[src/rbdq_pkg.sv]
// Shared types and constants for the ring buffer deque unit.
package rbdq_pkg;

	localparam int WORD_W   = 32;
	localparam int KIND_W   = 3;
	localparam int STATUS_W = 2;

	localparam logic [KIND_W-1:0] KIND_PUSH_REAR  = 3'd0;
	localparam logic [KIND_W-1:0] KIND_PUSH_FRONT = 3'd1;
	localparam logic [KIND_W-1:0] KIND_POP_FRONT  = 3'd2;
	localparam logic [KIND_W-1:0] KIND_POP_REAR   = 3'd3;
	localparam logic [KIND_W-1:0] KIND_PEEK_FRONT = 3'd4;
	localparam logic [KIND_W-1:0] KIND_PEEK_REAR  = 3'd5;

	localparam logic [STATUS_W-1:0] ST_DONE  = 2'd0;
	localparam logic [STATUS_W-1:0] ST_FULL  = 2'd1;
	localparam logic [STATUS_W-1:0] ST_EMPTY = 2'd2;

	localparam logic signed [WORD_W-1:0] WORD_MIN = 32'sh8000_0000;

	// One operation travelling along the row of cells.
	typedef struct packed {
		logic                       valid;
		logic                       wr;
		logic                       rd;
		logic [STATUS_W-1:0]        status;
		logic signed [WORD_W-1:0]   word;
	} rbdq_op_t;

endpackage

[src/rbdq_cell.sv]
// One storage cell of the deque: holds a slot and passes operations to its neighbour.
module rbdq_cell #(
	parameter int CELL_IDX = 0,
	parameter int AW       = 4,
	parameter int CW       = 5
) (
	input  logic                clk,
	input  logic                arst_n,
	input  logic                en,
	input  rbdq_pkg::rbdq_op_t  in_op,
	input  logic [AW-1:0]       in_addr,
	input  logic [CW-1:0]       in_occ,
	output rbdq_pkg::rbdq_op_t  out_op,
	output logic [AW-1:0]       out_addr,
	output logic [CW-1:0]       out_occ
);

	logic signed [rbdq_pkg::WORD_W-1:0] slot_q;
	rbdq_pkg::rbdq_op_t                 op_q;
	rbdq_pkg::rbdq_op_t                 op_d;
	logic [AW-1:0]                      addr_q;
	logic [CW-1:0]                      occ_q;
	logic                               hit;

	assign hit = in_op.valid && (in_addr == AW'(CELL_IDX));

	always_ff @(posedge clk) begin
		if (en && hit && in_op.wr) begin
			slot_q <= in_op.word;
		end
	end

	// A push leaves its word behind and reports zero; a read picks up the slot.
	always_comb begin
		op_d = in_op;
		if (hit && in_op.wr) begin
			op_d.word = '0;
		end else if (hit && in_op.rd) begin
			op_d.word = slot_q;
		end
	end

	always_ff @(posedge clk or negedge arst_n) begin
		if (!arst_n) begin
			op_q <= '0;
		end else if (en) begin
			op_q <= op_d;
		end
	end

	always_ff @(posedge clk) begin
		if (en) begin
			addr_q <= in_addr;
			occ_q  <= in_occ;
		end
	end

	assign out_op   = op_q;
	assign out_addr = addr_q;
	assign out_occ  = occ_q;

endmodule

[src/ring_buffer_deque_unit.sv]
// Top level of the ring buffer deque unit: pointer control and the row of slot cells.
// Every accepted word walks the whole row of cells, writing or reading its slot as it
// passes that cell, and is registered in each cell on its way to the output.
// Throughput: one word per cycle while the output is taken; the first cell takes a new
// word while a result waits at the output only if it holds none itself.
// Reset: head, tail and count clear, capacity returns to DEPTH; slots are undefined until written.
module ring_buffer_deque_unit #(
	parameter int DEPTH = 16,
	localparam int AW = $clog2(DEPTH),
	localparam int CW = $clog2(DEPTH + 1),
	localparam int OW = ((rbdq_pkg::WORD_W + CW + 7) / 8) * 8
) (
	input  logic                          clk,
	input  logic                          arst_n,
	input  logic                          cfg_valid,
	output logic                          cfg_ready,
	input  logic [CW-1:0]                 cfg_data,
	input  logic                          s_tvalid,
	output logic                          s_tready,
	input  logic [rbdq_pkg::WORD_W-1:0]   s_tdata,   // value
	input  logic [rbdq_pkg::KIND_W-1:0]   s_tuser,   // kind
	output logic                          m_tvalid,
	input  logic                          m_tready,
	output logic [OW-1:0]                 m_tdata,   // data, occupancy, zero fill
	output logic [rbdq_pkg::STATUS_W-1:0] m_tuser    // status
);

	logic [AW-1:0] head_q, tail_q, head_d, tail_d;
	logic [CW-1:0] count_q, count_d;
	logic [CW-1:0] cap_q;
	logic          accept, advance, en0;

	rbdq_pkg::rbdq_op_t op_head;
	logic [AW-1:0]      addr_head;
	logic [CW-1:0]      occ_head;

	rbdq_pkg::rbdq_op_t op_c   [0:DEPTH];
	logic [AW-1:0]      addr_c [0:DEPTH];
	logic [CW-1:0]      occ_c  [0:DEPTH];

	function automatic logic [AW-1:0] step_up(input logic [AW-1:0] i, input logic [CW-1:0] cap);
		return (CW'(i) >= cap - CW'(1)) ? '0 : i + AW'(1);
	endfunction

	function automatic logic [AW-1:0] step_down(input logic [AW-1:0] i,
			input logic [CW-1:0] cap);
		return (i == '0) ? AW'(cap - CW'(1)) : i - AW'(1);
	endfunction

	assign cfg_ready = 1'b1;

	// Out-of-range capacities are folded into the legal range when written.
	always_ff @(posedge clk or negedge arst_n) begin
		if (!arst_n) begin
			cap_q <= CW'(DEPTH);
		end else if (cfg_valid && cfg_ready) begin
			if (cfg_data == '0) begin
				cap_q <= CW'(1);
			end else if (cfg_data > CW'(DEPTH)) begin
				cap_q <= CW'(DEPTH);
			end else begin
				cap_q <= cfg_data;
			end
		end
	end

	assign advance  = !op_c[DEPTH].valid || m_tready;
	assign en0      = advance || !op_c[1].valid;
	assign s_tready = en0;
	assign accept   = s_tvalid && s_tready;

	always_comb begin
		head_d         = head_q;
		tail_d         = tail_q;
		count_d        = count_q;
		op_head.valid  = accept;
		op_head.wr     = 1'b0;
		op_head.rd     = 1'b0;
		op_head.status = rbdq_pkg::ST_DONE;
		op_head.word   = '0;
		addr_head      = '0;
		case (s_tuser) inside
			rbdq_pkg::KIND_PUSH_REAR, rbdq_pkg::KIND_PUSH_FRONT: begin
				if (count_q >= cap_q) begin
					op_head.status = rbdq_pkg::ST_FULL;
				end else begin
					op_head.wr   = 1'b1;
					op_head.word = s_tdata;
					if (count_q == '0) begin
						head_d = '0;
						tail_d = '0;
					end else if (s_tuser == rbdq_pkg::KIND_PUSH_REAR) begin
						tail_d    = step_up(tail_q, cap_q);
						addr_head = tail_d;
					end else begin
						head_d    = step_down(head_q, cap_q);
						addr_head = head_d;
					end
					count_d = count_q + CW'(1);
				end
			end
			rbdq_pkg::KIND_POP_FRONT, rbdq_pkg::KIND_POP_REAR,
			rbdq_pkg::KIND_PEEK_FRONT, rbdq_pkg::KIND_PEEK_REAR: begin
				if (count_q == '0) begin
					op_head.status = rbdq_pkg::ST_EMPTY;
					op_head.word   = rbdq_pkg::WORD_MIN;
				end else begin
					op_head.rd = 1'b1;
					if (s_tuser == rbdq_pkg::KIND_POP_FRONT
							|| s_tuser == rbdq_pkg::KIND_PEEK_FRONT) begin
						addr_head = head_q;
					end else begin
						addr_head = tail_q;
					end
					if (s_tuser == rbdq_pkg::KIND_POP_FRONT
							|| s_tuser == rbdq_pkg::KIND_POP_REAR) begin
						count_d = count_q - CW'(1);
						if (count_d == '0) begin
							head_d = '0;
							tail_d = '0;
						end else if (s_tuser == rbdq_pkg::KIND_POP_FRONT) begin
							head_d = step_up(head_q, cap_q);
						end else begin
							tail_d = step_down(tail_q, cap_q);
						end
					end
				end
			end
			default: begin
			end
		endcase
		occ_head = count_d;
	end

	assign op_c[0]   = op_head;
	assign addr_c[0] = addr_head;
	assign occ_c[0]  = occ_head;

	always_ff @(posedge clk or negedge arst_n) begin
		if (!arst_n) begin
			head_q  <= '0;
			tail_q  <= '0;
			count_q <= '0;
		end else if (accept) begin
			head_q  <= head_d;
			tail_q  <= tail_d;
			count_q <= count_d;
		end
	end

	for (genvar i = 0; i < DEPTH; i++) begin : g_cell
		rbdq_cell #(
			.CELL_IDX (i),
			.AW       (AW),
			.CW       (CW)
		) u_cell (
			.clk      (clk),
			.arst_n   (arst_n),
			.en       ((i == 0) ? en0 : advance),
			.in_op    (op_c[i]),
			.in_addr  (addr_c[i]),
			.in_occ   (occ_c[i]),
			.out_op   (op_c[i+1]),
			.out_addr (addr_c[i+1]),
			.out_occ  (occ_c[i+1])
		);
	end

	assign m_tvalid = op_c[DEPTH].valid;
	assign m_tdata  = OW'({occ_c[DEPTH], op_c[DEPTH].word});
	assign m_tuser  = op_c[DEPTH].status;

	assert property (@(posedge clk) disable iff (!arst_n) count_q <= CW'(DEPTH))
		else $error("entry count exceeds the store depth");

	assert property (@(posedge clk) disable iff (!arst_n)
		count_q == '0 |-> (head_q == '0 && tail_q == '0))
		else $error("pointers not parked while the deque is empty");

	assert property (@(posedge clk) disable iff (!arst_n)
		accept |=> op_c[1].valid)
		else $error("accepted word did not enter the first cell");

	assert property (@(posedge clk) disable iff (!arst_n)
		(m_tvalid && m_tuser == rbdq_pkg::ST_FULL) |-> m_tdata[rbdq_pkg::WORD_W-1:0] == '0)
		else $error("dropped push reported non-zero data");

endmodule

[config.mk]
export PLATFORM = sky130hd
export DESIGN_NAME = ring_buffer_deque_unit
export DESIGN_NICKNAME = d
export VERILOG_FILES = /design/src/rbdq_pkg.sv /design/src/rbdq_cell.sv /design/src/ring_buffer_deque_unit.sv
export SDC_FILE = /design/constraint.sdc
export NUM_CORES = 2
export LEC_CHECK = 0
export BUFFER_PORTS_ARGS = -buffer_cell sky130_fd_sc_hd__buf_4
export CAP_MARGIN = 30
export CORE_ASPECT_RATIO = 1.25
export CORE_MARGIN = 3
export CORE_UTILIZATION = 30
export CTS_BUF_LIST = sky130_fd_sc_hd__clkbuf_8
export DETAILED_ROUTE_END_ITERATION = 12
export GPL_TIMING_DRIVEN = 0
export HOLD_SLACK_MARGIN = 0.03
export PLACE_DENSITY = 0.56
export SLEW_MARGIN = 20
export SYNTH_ARGS = -nofsm -noshare
export SYNTH_HDL_FRONTEND = slang
export SYNTH_SLANG_ARGS = --single-unit
[constraint.sdc]
create_clock -name clk -period 6.1 [get_ports clk]
set_input_delay 1.22 -clock clk [delete_from_list [all_inputs] [get_ports clk]]
set_output_delay 1.22 -clock clk [all_outputs]
set_load 0.02 [all_outputs]
==> reports/metrics.cfg <==
[yosys]
synth_top_area_cell = edfxtp_1
ys_seq_elements = 1260
ys_types = 72
yosysWarnings = 0
avgSynthCellArea_um2 = 13.63
synth_edf_count = 652
synth_area_leaders = edfxtp_1 41%, dfrtp_1 32%, mux2i_1 10%
ys_seq_area_frac = 0.7226
syn_area_um2 = 48150
netlist_instances = 3532
synth.top_cell.area_share = 0.4066
synthFlopType = edfxtp_1
synthArstFlopShare = 0.4825

[detailed_routing]
route.top_layer_used = met4
num_vias = 26070
drt-met1-wl_um = 34770
post_drt_via_cell_ratio = 4.285
wl_per_cell_um = 13.97
dr_wl_met3_um = 3228
wl_met2_um = 44600
drc_errors = 0
routed_wl_um = 84990
dr.first_iter.drc_count = 1241
firstDrtPassIters = 5
ant_nets = 0

[sta]
clock_skew_ns = 0.04518
finalCriticalPeriod_ns = 4.393
period_share = 0.7202
rsz0062_at_grt = false
hold_viol = 0
max-slew-margin-rel = 0.3758
fmax_mhz = 227.6
tightest_slew_ns = 0.9363
drv_slew = 0
setup_viol = 0

[setup_path]
cp-startpoint = m_tready
arrival_ns = 3.17
critPathCaptureType = output pin
r2r_start = cap_q[0]$_DFFE_PN0P_
cp_max_fo = 14
cp.required_ns = 4.88
crit_type = in2out
worst_setup_path_start_kind = input pin

[floorplanning]
die_h_um = 453.9
num_rows = 163
dieArea_um2 = 165400
start_util = 0.3035
die_width_um = 364.3
io_pins = 90
core_area_um2 = 158700

[status]
outcome = completed

[placed_design]
io_buffers = 83
gp_congestion = 0.7543
dp_hpwl_um = 60810

[power]
vdd_drop_max_uv = 234.4
p_total_mw = 24.04
p_per_area_nw_per_um2 = 429.0
p_leak_nw = 25.40

[clock_network]
clk_pin_slew_ns = 0.06
cts-hold-fix-buffers = 0
clk_path_buf_depth = 3
cts_setup_buffers = 0
cts_buffers = 200
clock-sinks = 1260
htreeDepth = 4
worstSkewPairLatency_ns = 0.87
clockRootBuffer = clkbuf_8
cts_tree = yes
cts-resized-gates = 0

[grt]
grt_pass1_vias = 27280
grt_usage = 0.1051
grt_overflow = 0
antenna_found_initial = 3
grt_max_degree = 98
grt_pass1_wl_um = 141500

[cells_and_area]
filler_cell_count = 15560
drive_gt1_frac = 0.1107
final_cell_mix = 770 x nand2_1, 652 x edfxtp_1, 607 x dfrtp_1
nets = 3912
area_growth_pct = 16.37
final_common_cell = nand2_1
final_util = 0.3532

[worst_hold_path]
hold_path.class = in2async

[job]
drv_cap = 0

[per-layer routing]
| layer | up-vias | track usage |
|---|---|---|
| li1 | 13280 | - |
| met1 | 12250 | 0.1181 |
| met2 | 387 | 0.1922 |
| met3 | 158 | 0.02170 |
| met4 | 0 | 0.04453 |
| met5 | - | 0 |
[sequential cells by signal (all words and copies together), names as in the netlist]
signal and count:
g_cell.u_cell.out_occ 80, g_cell.u_cell.out_op 590, tail_q 4, g_cell.u_cell.slot_q 512, head_q 4, cap_q 5, count_q 5, g_cell.u_cell.out_addr 60
[worst max-delay path: stages]
cell	delay, ns
buf_4	0.11
nor2b_1	0.50
and2_1	0.26
clkbuf_1	0.38
inv_1	0.41
buf_4	0.28
[cell families (layout without fill, tap and decap cells)]
group                    count (synthesis)  in the layout  synth area share
flip-flops                            1260           1260            0.7226
adder cells (fa/ha/maj)                 21             21          0.005379
multiplexers                           491            491            0.1022
buffers and inverters                  212            697           0.01814
XOR/XNOR                                 9              9          0.001637
other                                    2              8         0.0001560
AO/OA/AOI/OAI                          622            622           0.07184
AND/OR/NAND/NOR                        915            915           0.07808
[power breakdown]
group          switching (mW)  leakage (nW)  total, mW  internal [mW]
registers                1.35          14.3       13.0           11.6
logic                    2.54          8.74       4.15           1.60
clock network            3.21          2.33       6.89           3.68
[synthesized netlist by cell type, drive strengths merged (4+ instances only)]
| library cell | count |
|---|---|
| o21ai | 502 |
| inv | 17 |
| mux2 | 5 |
| a22o | 31 |
| nor3 | 9 |
| nor3b | 6 |
| nor4 | 6 |
| and3 | 33 |
| nand2 | 770 |
| dfrtp | 607 |
| nand4 | 5 |
| o31ai | 4 |
| xnor2 | 8 |
| nand2b | 6 |
| edfxtp | 652 |
| a21oi | 23 |
| and2 | 4 |
| a21o | 36 |
| clkbuf | 127 |
| nor2 | 47 |
| nand3 | 9 |
| ha | 19 |
| mux2i | 486 |
| nand3b | 4 |
| nand4b | 6 |
| buf | 66 |
[through the flow]
| stage | area (µm²) | worst slack [ns] | cells | TNS [ns] | hold WS (ns) |
|---|---|---|---|---|---|
| 2_1_floorplan | 48170 | 0.2538 | 3534 | 0 | 0.4003 |
| 3_3_place_gp | 51370 | -3.096 | 5679 | -2181.38 | 0.4084 |
| 3_5_place_dp | 52050 | 1.405 | 5707 | 0 | 0.4045 |
| 4_1_cts | 56020 | 1.442 | 6080 | 0 | 0.1980 |
| 5_1_grt | 56040 | 1.505 | 6084 | 0 | 0.2576 |
| 6_report | 56040 | 1.707 | 6085 | 0 | 0.2993 |
[worst paths after layout]
check / slack (ns) / depth (start not counted) / endpoint
max: 1.71 / 6 / s_tready
min: 0.30 / 1 / g_cell[15].u_cell.out_op[29]$_DFFE_PN0N_
max reg2reg: 2.02 / 13 / g_cell[0].u_cell.slot_q[15]$_DFFE_PP_
min reg2reg: 0.40 / 0 / g_cell[8].u_cell.out_occ[0]$_DFFE_PN_
max in group asynchronous: 3.06 / 6 / g_cell[2].u_cell.out_op[16]$_DFFE_PN0N_
min in group clk: 0.40 / 0 / g_cell[8].u_cell.out_occ[0]$_DFFE_PN_
[final cells by class]
cell class                      count  area (µm²)  area share
Antenna cell                        4       10.01   0.0001786
Buffer                            193       810.8     0.01447
Clock buffer                      239        3289     0.05870
Clock inverter                    134       680.7     0.01215
Inverter                           19       71.32    0.001273
Multi-Input combinational cell   2062       12610      0.2250
Sequential cell                  1260       34790      0.6209
Tap cell                         2062        2580     0.04604
Timing Repair Buffer              112        1195     0.02132
Power figures use the tool's default switching activity.
